`config.mk`:
```
export PLATFORM = sky130hd
export DESIGN_NAME = adc_change_detect_ladder_decode
export DESIGN_NICKNAME = d
export VERILOG_FILES = /design/src/hw/rtl/acdl_pkg.sv /design/src/hw/rtl/acdl_core.sv /design/src/hw/rtl/adc_change_detect_ladder_decode.sv
export SDC_FILE = /design/constraint.sdc
export NUM_CORES = 1
export LEC_CHECK = 0
export BUFFER_PORTS_ARGS = -buffer_cell sky130_fd_sc_hd__buf_2
export CELL_PAD_IN_SITES_DETAIL_PLACEMENT = 0
export CELL_PAD_IN_SITES_GLOBAL_PLACEMENT = 1
export CORE_MARGIN = 4
export CORE_UTILIZATION = 43
export CTS_BUF_LIST = sky130_fd_sc_hd__clkbuf_2
export DETAILED_ROUTE_END_ITERATION = 8
export PLACE_DENSITY = 0.8
export SYNTH_ARGS = -nofsm -noshare
export SYNTH_HDL_FRONTEND = slang
export SYNTH_SLANG_ARGS = --single-unit
```
`constraint.sdc`:
```
create_clock -name clk -period 4.3 [get_ports clk]
set_input_delay 0.215 -clock clk [delete_from_list [all_inputs] [get_ports clk]]
set_output_delay 0.215 -clock clk [all_outputs]
set_load 0.02 [all_outputs]
```
`src/hw/rtl/acdl_pkg.sv`:
```
// Package for the ADC change detector with resistor-ladder switch decode.
// Holds widths, reset values, the ladder threshold table and shared types.
// No dependencies.
package acdl_pkg;

  localparam int unsigned POT_CHANNELS = 3;
  localparam int unsigned LADDER_STEPS = 16;

  localparam int unsigned SampleW  = 8;
  localparam int unsigned CodeW    = 4;
  localparam int unsigned ChannelW = 2;
  localparam int unsigned CfgIdxW  = 1;
  localparam int unsigned CfgDataW = 8;

  localparam logic [ChannelW-1:0] LADDER_CHANNEL = 2'd3;
  localparam logic [SampleW-1:0]  LADDER_SAMPLE_RESET = 8'd12;
  localparam logic [SampleW-1:0]  DEADBAND_RESET  = 8'd8;
  localparam logic [SampleW-1:0]  TOLERANCE_RESET = 8'd1;

  // Command codes carried in the input tuser
  localparam logic CMD_SAMPLE  = 1'b0;
  localparam logic CMD_REFRESH = 1'b1;

  // Configuration register indexes
  localparam logic [CfgIdxW-1:0] REG_POT_DEADBAND     = 1'd0;
  localparam logic [CfgIdxW-1:0] REG_SWITCH_TOLERANCE = 1'd1;

  typedef logic [SampleW-1:0] ladder_table_t [16];

  // Midpoints between adjacent ladder switch levels
  localparam ladder_table_t LADDER_THRESHOLD = '{
    8'd0,   8'd4,   8'd16,  8'd27,  8'd38,  8'd49,  8'd59,  8'd69,
    8'd81,  8'd93,  8'd102, 8'd110, 8'd117, 8'd125, 8'd132, 8'd139
  };

  typedef struct packed {
    logic                cmd;
    logic [ChannelW-1:0] channel;
    logic [SampleW-1:0]  sample_high;
    logic                sample_low_bit;
  } item_t;

  typedef struct packed {
    logic [SampleW-1:0] pot_deadband;
    logic [SampleW-1:0] switch_tolerance;
  } cfg_t;

  typedef logic [SampleW-1:0] pot_levels_t [POT_CHANNELS];

  typedef struct packed {
    logic               has_result;
    logic [SampleW-1:0] value;
    logic               changed;
  } result_t;

  function automatic logic [SampleW-1:0] abs_diff(input logic [SampleW-1:0] a,
                                                  input logic [SampleW-1:0] b);
    abs_diff = (a > b) ? (a - b) : (b - a);
  endfunction

endpackage

```
`src/hw/rtl/acdl_core.sv`:
```
// Single-pass qualification logic: deadband check, ladder decode and next state.
// Purely combinational; uses acdl_pkg.
module acdl_core (
  input  acdl_pkg::item_t                  item,
  input  acdl_pkg::cfg_t                   cfg,
  input  acdl_pkg::pot_levels_t            pot_level,
  input  logic [acdl_pkg::CodeW-1:0]       switch_code,
  input  logic [acdl_pkg::SampleW-1:0]     previous_ladder_sample,
  output acdl_pkg::pot_levels_t            pot_level_next,
  output logic [acdl_pkg::CodeW-1:0]       switch_code_next,
  output logic [acdl_pkg::SampleW-1:0]     previous_ladder_sample_next,
  output acdl_pkg::result_t                result
);

  logic [acdl_pkg::SampleW-1:0] ladder_value;
  logic [acdl_pkg::SampleW-1:0] ladder_diff;
  logic [acdl_pkg::CodeW-1:0]   decoded;
  logic                         ladder_stable;

  assign ladder_value = {item.sample_high[acdl_pkg::SampleW-2:0], item.sample_low_bit};
  assign ladder_diff  = acdl_pkg::abs_diff(previous_ladder_sample, ladder_value);
  assign ladder_stable = (ladder_diff <= cfg.switch_tolerance);

  // Largest index whose threshold is at or below the value; index 0 always matches
  always_comb begin
    decoded = '0;
    for (int i = 0; i < int'(acdl_pkg::LADDER_STEPS); i++) begin
      if (acdl_pkg::LADDER_THRESHOLD[i] <= ladder_value) begin
        decoded = acdl_pkg::CodeW'(i);
      end
    end
  end

  always_comb begin
    pot_level_next              = pot_level;
    switch_code_next            = switch_code;
    previous_ladder_sample_next = previous_ladder_sample;
    result.has_result           = 1'b1;
    result.value                = item.sample_high;
    result.changed              = 1'b0;

    if (item.cmd == acdl_pkg::CMD_REFRESH) begin
      for (int i = 0; i < int'(acdl_pkg::POT_CHANNELS); i++) begin
        pot_level_next[i] = ~pot_level[i];
      end
      switch_code_next  = ~switch_code;
      result.has_result = 1'b0;
    end else if (item.channel == acdl_pkg::LADDER_CHANNEL) begin
      previous_ladder_sample_next = ladder_value;
      if (!ladder_stable) begin
        result.value = acdl_pkg::SampleW'(switch_code);
      end else begin
        result.value = acdl_pkg::SampleW'(decoded);
        if (decoded != switch_code) begin
          switch_code_next = decoded;
          result.changed   = 1'b1;
        end
      end
    end else begin
      for (int i = 0; i < int'(acdl_pkg::POT_CHANNELS); i++) begin
        if (int'(item.channel) == i &&
            acdl_pkg::abs_diff(pot_level[i], item.sample_high) > cfg.pot_deadband) begin
          pot_level_next[i] = item.sample_high;
          result.changed    = 1'b1;
        end
      end
    end
  end

endmodule

```
`src/hw/rtl/adc_change_detect_ladder_decode.sv`:
```
// An input transaction is held in the input register, then its result in the result register.
// Throughput: one item per cycle unless the result side stalls; the input register and result
// register decouple the two sides, so a waiting result does not block a refresh.
// Refresh commands produce no result transaction.
// Reset (synchronous, rst high): stored levels and code cleared, previous ladder
// sample 12, deadband 8, tolerance 1, both stages empty. Uses acdl_pkg, acdl_core.
module adc_change_detect_ladder_decode (
  input  logic        clk,
  input  logic        rst,
  // configuration writes
  input  logic                          cfg_we,
  input  logic [acdl_pkg::CfgIdxW-1:0]  cfg_index,
  input  logic [acdl_pkg::CfgDataW-1:0] cfg_data,
  // input stream
  input  logic        s_tvalid,
  output logic        s_tready,
  input  logic [15:0] s_tdata,   // [7:0] sample_high, [8] sample_low_bit, rest zero
  input  logic [2:0]  s_tuser,   // [0] cmd, [2:1] channel
  // result stream
  output logic        m_tvalid,
  input  logic        m_tready,
  output logic [15:0] m_tdata    // [7:0] value, [8] changed, rest zero
);

  acdl_pkg::cfg_t        cfg;
  acdl_pkg::item_t       item;
  logic                  item_valid;
  acdl_pkg::pot_levels_t pot_level;
  acdl_pkg::pot_levels_t pot_level_next;
  logic [acdl_pkg::CodeW-1:0]   switch_code;
  logic [acdl_pkg::CodeW-1:0]   switch_code_next;
  logic [acdl_pkg::SampleW-1:0] previous_ladder_sample;
  logic [acdl_pkg::SampleW-1:0] previous_ladder_sample_next;
  acdl_pkg::result_t     result;
  logic [acdl_pkg::SampleW-1:0] out_value;
  logic                  out_changed;
  logic                  out_free;
  logic                  advance;

  always_ff @(posedge clk) begin
    if (rst) begin
      cfg.pot_deadband     <= acdl_pkg::DEADBAND_RESET;
      cfg.switch_tolerance <= acdl_pkg::TOLERANCE_RESET;
    end else if (cfg_we) begin
      unique case (cfg_index)
        acdl_pkg::REG_POT_DEADBAND:     cfg.pot_deadband     <= cfg_data;
        acdl_pkg::REG_SWITCH_TOLERANCE: cfg.switch_tolerance <= cfg_data;
        default: ;
      endcase
    end
  end

  // A refresh leaves nothing for the result register, so it never waits on it
  assign out_free = !m_tvalid || m_tready;
  assign advance  = item_valid && (result.has_result ? out_free : 1'b1);
  assign s_tready = !item_valid || advance;

  always_ff @(posedge clk) begin
    if (rst) begin
      item_valid <= 1'b0;
    end else if (s_tready) begin
      item_valid <= s_tvalid;
    end
  end

  always_ff @(posedge clk) begin
    if (s_tready && s_tvalid) begin
      item.cmd            <= s_tuser[0];
      item.channel        <= s_tuser[2:1];
      item.sample_high    <= s_tdata[7:0];
      item.sample_low_bit <= s_tdata[8];
    end
  end

  acdl_core u_core (
    .item                        (item),
    .cfg                         (cfg),
    .pot_level                   (pot_level),
    .switch_code                 (switch_code),
    .previous_ladder_sample      (previous_ladder_sample),
    .pot_level_next              (pot_level_next),
    .switch_code_next            (switch_code_next),
    .previous_ladder_sample_next (previous_ladder_sample_next),
    .result                      (result)
  );

  always_ff @(posedge clk) begin
    if (rst) begin
      for (int i = 0; i < int'(acdl_pkg::POT_CHANNELS); i++) begin
        pot_level[i] <= '0;
      end
      switch_code            <= '0;
      previous_ladder_sample <= acdl_pkg::LADDER_SAMPLE_RESET;
    end else if (advance) begin
      pot_level              <= pot_level_next;
      switch_code            <= switch_code_next;
      previous_ladder_sample <= previous_ladder_sample_next;
    end
  end

  always_ff @(posedge clk) begin
    if (rst) begin
      m_tvalid <= 1'b0;
    end else if (out_free) begin
      m_tvalid <= advance && result.has_result;
    end
  end

  always_ff @(posedge clk) begin
    if (out_free && advance && result.has_result) begin
      out_value   <= result.value;
      out_changed <= result.changed;
    end
  end

  assign m_tdata = {7'b0, out_changed, out_value};

endmodule

```
# Word-level counts from Yosys, hierarchy flattened
# Cells that the tools add are included.
[totals]
regBits = 75
mem_count = 0
mem_bits_rw = 0
in_bits = 33
out_inout_bits = 18
mem_bits_ro = 0
latchBits = 0
[classes]
bitwise_logic = 6
n_eq_ne = 5
n_shift = 0
div_mod_pow = 0
magnitude_cmp = 23
n_reduce_logical = 26
addsub = 8
muxes = 39
multipliers = 0
[op_table]
columns = ["op", "count"]
rows = [
  ["8-bit two-way mux", 8],
  ["8-bit subtractor", 8],
  ["8-bit > comparator", 7],
  ["7-bit by 8-bit less-or-equal comparator with 1-bit output, first input constant", 7],
  ["4-bit two-way mux", 13],
  ["24-bit two-way mux", 2],
  ["6-bit by 8-bit less-or-equal comparator with 1-bit output, first input constant", 3],
  ["8-bit inverter", 3],
  ["5-bit by 8-bit less-or-equal comparator with 1-bit output, first input constant", 2],
  ["8-bit less-or-equal comparator, first input constant", 2],
  ["3-bit two-way mux", 4],
  ["3-bit AND reduction", 4],
  ["2-bit nonzero test", 6],
  ["1-bit two-way mux", 9],
  ["9-bit two-way mux", 1],
  ["3-bit by 8-bit less-or-equal comparator with 1-bit output, first input constant", 1],
  ["8-bit less-or-equal comparator", 1],
  ["1-bit logical AND", 8],
  ["2-bit == test, second input constant", 3],
  ["2-bit two-way mux", 2],
  ["4-bit != test", 1],
  ["4-bit inverter", 1],
  ["2-bit AND reduction", 2],
  ["4-bit AND reduction", 1],
  ["5 further kinds", 8],
]

# Longest topological paths before layout
[depth]
word_depth = 21
depth_mapped = 22

# Modules after synthesis
# From an unflattened synthesis, not the netlist that was laid out.
[hier_totals]
cells_unflattened = 919
area_unflattened_um2 = 7708.6
[by_module_without_submodules]
columns = ["module", "instances", "area_each_um2", "cells_each"]
rows = [
  ["acdl_core", 1, 4714.5, 650],
  ["adc_change_detect_ladder_decode", 1, 2994.1, 269],
]

# Least setup slack after synthesis
# OpenSTA, ideal clock, no wires.
[synth_timing]
path_type = "register to register"
start = "reg item[2] (netlist name)"
end = "reg switch_code[1] in the netlist's numbering"
stages_incl_launch_ff = 20
period_less_slack_ns = 4.689
required_time_ns = 4.175
slack_ns = -0.389
arrival_ns = 4.564
cell_sequence = "edfxtp_1 > buf_6 > inv_2 > ha_1 > a21oi_1 > o21bai_1 > nand3_1 > a21oi_2 > mux2_2 > a21oi_1 > o21ai_0 > xor2_1 > ha_1 > a21o_1 > a21o_1 > o22ai_2 > nand3_1 > a311oi_4 > nor3b_1 > nor4_2"
[synth_via]
elab_chain_cells = 19
[synth_lines]
columns = ["element", "line_no", "text"]
rows = [
  ["3-bit by 8-bit less-or-equal comparator with 1-bit output / 5-bit by 8-bit less-or-equal comparator with 1-bit output (equally long branches)", "acdl_core.sv:28", "if (acdl_pkg::LADDER_THRESHOLD[i] <= ladder_value) begin"],
  ["1-bit two-way mux / 2-bit two-way mux (equally long branches)", "acdl_core.sv:28", ""],
  ["2-bit two-way mux", "acdl_core.sv:28", ""],
  ["2-bit two-way mux / 3-bit two-way mux (equally long branches)", "acdl_core.sv:28", ""],
  ["3-bit two-way mux (3 in series)", "acdl_core.sv:28", ""],
  ["3-bit two-way mux / 4-bit two-way mux (equally long branches)", "acdl_core.sv:28", ""],
  ["4-bit two-way mux (7 in series)", "acdl_core.sv:28", ""],
  ["4-bit two-way mux (on tied branches)", "acdl_core.sv:28, acdl_core.sv:54", ""],
  ["4-bit != test / 4-bit two-way mux (equally long branches)", "acdl_core.sv:54, acdl_core.sv:50", ""],
  ["2-bit nonzero test (no line) / 4-bit two-way mux (equally long branches)", "--", ""],
  ["4-bit AND reduction (no line) / 4-bit two-way mux (equally long branches)", "--", ""],
  ["end signal: assignment", "adc_change_detect_ladder_decode.sv:96", "switch_code <= switch_code_next;"],
  ["end: declaration", "adc_change_detect_ladder_decode.sv:30", "logic [acdl_pkg::CodeW-1:0] switch_code;"],
]
# Several ways; a longest one is shown, not always the timed one. The select of a mux whose other input is x is not followed.
# A chain may end at the register's enable or synchronous reset.

# Final worst setup path
[layout_timing]
start = "reg item[1] (netlist name)"
end = "reg pot_level[19] in the netlist's numbering"
[layout_via]
elab_chain_cells = 6
[layout_lines]
columns = ["element", "line_no", "text"]
rows = [
  ["8-bit subtractor / 8-bit > comparator (equally long branches)", "acdl_pkg.sv:58", "abs_diff = (a > b) ? (a - b) : (b - a);"],
  ["8-bit two-way mux *", "acdl_pkg.sv:58", ""],
  ["8-bit > comparator *", "acdl_core.sv:62", "acdl_pkg::abs_diff(pot_level[i], item.sample_high) > cfg.pot_deadband) begin"],
  ["1-bit logical AND *", "acdl_core.sv:61", "if (int'(item.channel) == i &&"],
  ["2-bit nonzero test (no line) *", "--", ""],
  ["3-bit AND reduction (no line) *", "--", ""],
  ["end signal: assignment", "adc_change_detect_ladder_decode.sv:95", "pot_level <= pot_level_next;"],
  ["end: declaration", "adc_change_detect_ladder_decode.sv:28", "acdl_pkg::pot_levels_t pot_level;"],
]
# Every way passes the cells marked *; elsewhere a longest branch is shown, timed or not.

==> impl_results.md <==
* Status: finished, violations left
* Failing checks: setup timing
* Cell chosen for the clock root: clkbuf_2
* Critical path class: register to register
* Critical-path top delay cell: edfxtp_1
* Critical Path Source: item[1]
* Seq/Total Area, Yosys at 0.2457
* Io pins at just over 50
* Gpl congestion at 0.8630
* WL/cell at 17.03 µm
* Skew final at slightly below 0.05 ns
* Area growth, synth to finish at 24.84%
* Row cnt at 46
* Clock period minus worst slack at 4.418 ns
* Slew HR at 0.4311
* Gr usage total at 0.2208
* DRT met1 WL at 9059 µm
* Cts bufs inserted at 9
* Clock buffer depth at 2
* Die Height at around 140 µm
* Mapped Area at 6965 µm²
* R2r endpoint: pot_level[19]
* Antenna cells at 0
* Num Clock Sinks at 75
* Final Util at 0.5474
* H-tree Lvls at 3
* RSZ-0062 raised after global routing: yes
* Lkg Pwr at 3.517 nW
* Die area at 18300 µm²
* DR vias/cell at 5.549
* Post-synthesis register bit count at 75
* Asr flop ratio synth at 0
* CTS tree: done
* Top FF cell, synth: dfxtp_1
* Max_cap viols at 0
* F_max at 226.4 MHz
* Pwr dens at roughly 260 nW/µm²
* Setup crit end kind: register
* Number of synthesized flops with an enable pin at 21
* Origin of the critical flop-to-flop path: item[1]
* Post-route setup slack at -0.1179 ns
* Filler cells at roughly 1500
* Hold worst-path end: item_valid
* Max Used Layer: met4
* Vias in the first global route at ~6300
* Crit share post-route at 1.027
* Core Box Area at 15890 µm²
* Iter 0 DRT Violations at 434
* IO Port Bufs at 36
* Initial antenna violation count at 0
* # setup viols final at 17
* Final Hold Viols at 0
* Slew Viols, Final at 0
* Register-to-Register Path Depth at 22
* DR WL met3 at 941 µm
* Final ANT Viol Nets at 0
* Worst-margin pin slew at about 0.85 ns
* Worst Path Arrival at 4.95 ns
* # DRC at 0
* CP Max Fanout at 8
* Worst hold stages at 2
* Dpl ws at -0.1700 ns
* Setup TNS at -1.040 ns
* Fin area at 8696 µm²
* Starting density of the core at 0.4385
* Post-synthesis cell type count at 70
* Slowest cell delay on critical path at 0.41 ns
* Placed Area at a little under 8000 µm²
* Share of cells above drive strength 1 at 0.2531
* Startpoint Class: register
* Clk slew on worst S/H paths at 0.24 ns
* Latest clock arrival within the worst-skew pair at 0.59 ns
* Total Wirelength at 20030 µm
* Hpwl dp at 13700 µm
* Crit path required time at 4.84 ns
* Most Frequent Cell on Critical Path: a21oi_2
* Setup slack, reg-to-reg at -0.12 ns
* Maximum resistive drop on vdd at 0.1677 mV
* DR WL met2 at 9568 µm
* GRT overflow at 0
* First-pass GRT wire length at around 32000 µm
* DRT Pass-1 Iters at 5
* Hold Startpoint: rst
* Avg Synthesized Cell Area at 8.292 µm²
* Fin nets at around 1100
* Post-synthesis cell count at 840
* Ys Warns at 0
* CP cell instances: buf_4 -> buf_6 -> ha_4 -> inv_2 -> fa_2 -> a21o_1 -> a21oi_2 -> o21bai_2 -> o22ai_4 -> buf_8 -> mux2_4 -> a21oi_2 -> o21a_1 -> xnor2_1 -> ha_1 -> buf_6 -> a21oi_4 -> a2111oi_4 -> buf_6 -> a21oi_2 -> or3_4 -> a21oi_2
* Pin count of the biggest net entering global routing at between 50 and 60
* Worst Hold Class: input port to register
* Vias at 6526
* Die Wd at 135.3 µm
-- worst max path at each step --
stage	to	slack [ns]	cells after the start
2_1_floorplan	pot_level[15]	-0.03	21
3_3_place_gp	pot_level[15]	-0.13	21
3_5_place_dp	pot_level[14]	-0.17	21
4_1_cts	pot_level[23]	-0.06	22
5_1_grt	pot_level[19]	-0.32	22
6_report	pot_level[19]	-0.12	22
-- through the flow --
stage | hold WS [ns] | total power (W) | cells
2_1_floorplan | 0.3139 | 0.001466 | 846
3_3_place_gp | 0.3919 | 0.001700 | 1112
3_5_place_dp | 0.3931 | 0.001710 | 1112
4_1_cts | 0.1762 | 0.002167 | 1170
5_1_grt | 0.1842 | 0.002387 | 1176
6_report | 0.2130 | 0.002236 | 1176
-- area by class of cell --
class	instances	area, µm²	area share
multi-input combinational	646	5162	0.5937
sequential	75	1712	0.1968
timing repair buffer	150	1177	0.1354
inverter	73	284.0	0.03266
tap	216	270.3	0.03108
clock buffer	10	50.05	0.005755
clock inverter	6	40.04	0.004604
-- flip-flops by register name, indices dropped and copies added, names as in the netlist --
name                    count
out_value                   8
switch_code                 4
m_tvalid                    1
cfg                        16
pot_level                  24
item_valid                  1
previous_ladder_sample      8
out_changed                 1
item                       12
-- cell families (layout without fill, tap and decap cells) --
family,Yosys count,after routing,share of synthesized area
adders and majority gates,100,100,0.1883
xor gates and xnor gates,25,25,0.03144
and+or+nand+nor,183,183,0.1326
DFF,75,75,0.2457
muxes,34,34,0.05155
other,1,7,0.0005384
buffers and inverters,126,239,0.07814
AOI/OAI and AO/OA,296,297,0.2718
-- Yosys cell counts, drive strengths merged (8+ instances only) --
cell    number  area (µm²)
a21oi      139       710.7
ha          92        1151
inv         73       274.0
nand2       64       240.2
dfxtp       54        1081
o21ai       53       265.3
buf         29       180.2
clkbuf      24       90.09
nor2        23       86.33
or3         23       143.9
a21o        22       165.2
edfxtp      21       630.6
nand3       20       100.1
mux2i       19       190.2
xnor2       18       157.7
mux2        15       168.9
nor2b       14       87.58
o21bai      11       82.58
nand4       10       62.56
o21a        10       75.07
a31oi        9       62.56
fa           8       160.2
nor3         8       45.04
-- layout by cell type (no fill, tap or decap), types with 12 or more instances in the layout --
cell           Yosys  final
a21o_1            22     21
a21oi_1          135    119
a21oi_2            4     14
buf_2              9     36
buf_4             14     75
dfxtp_1           54     54
dlygate4sd3_1      0     25
edfxtp_1          21     21
ha_1              92     86
inv_1             68     64
mux2i_1           19     12
nand2_1           64     64
nand3_1           20     19
nor2_1            23     22
nor2b_1           14     13
o21ai_0           51     40
or3_1             23     22
xnor2_1           18     18
-- per-layer routing --
layer	vias to the layer above	GRT usage
met5	-	0
met3	37	0.03529
met1	3094	0.2933
met2	144	0.3706
met4	0	0.06551
li1	3251	-
-- power breakdown --
| group | leakage, nW | internal (W) | switching, W |
|---|---|---|---|
| Combinational | 2.81 | 0.000501 | 0.000557 |
| Sequential | 0.642 | 0.000765 | 0.0000351 |
| Clock | 0.0630 | 0.0000799 | 0.000298 |
-- critical path, delay by kind of cell, from the launching register on --
family / cells / cell delay (ns)
AO/OA/AOI/OAI: 10 / 1.56
flip-flops: 1 / 0.41
AND/OR/NAND/NOR: 1 / 0.41
buffers and inverters: 6 / 0.77
XOR/XNOR: 1 / 0.08
adder cells (fa/ha/maj): 3 / 0.85
multiplexers: 1 / 0.32
-- what timing repair did --
item                                   in CTS  in global routing
setup buffers                              16                  7
cloned                                      1                  1
pin swaps                                  27                 35
gates resized for setup                    24                 55
hold buffers                               25                  0
endpoints found under the hold margin      30                  0
setup endpoints to repair                  26                 31
(Power assumes the default switching activity.)
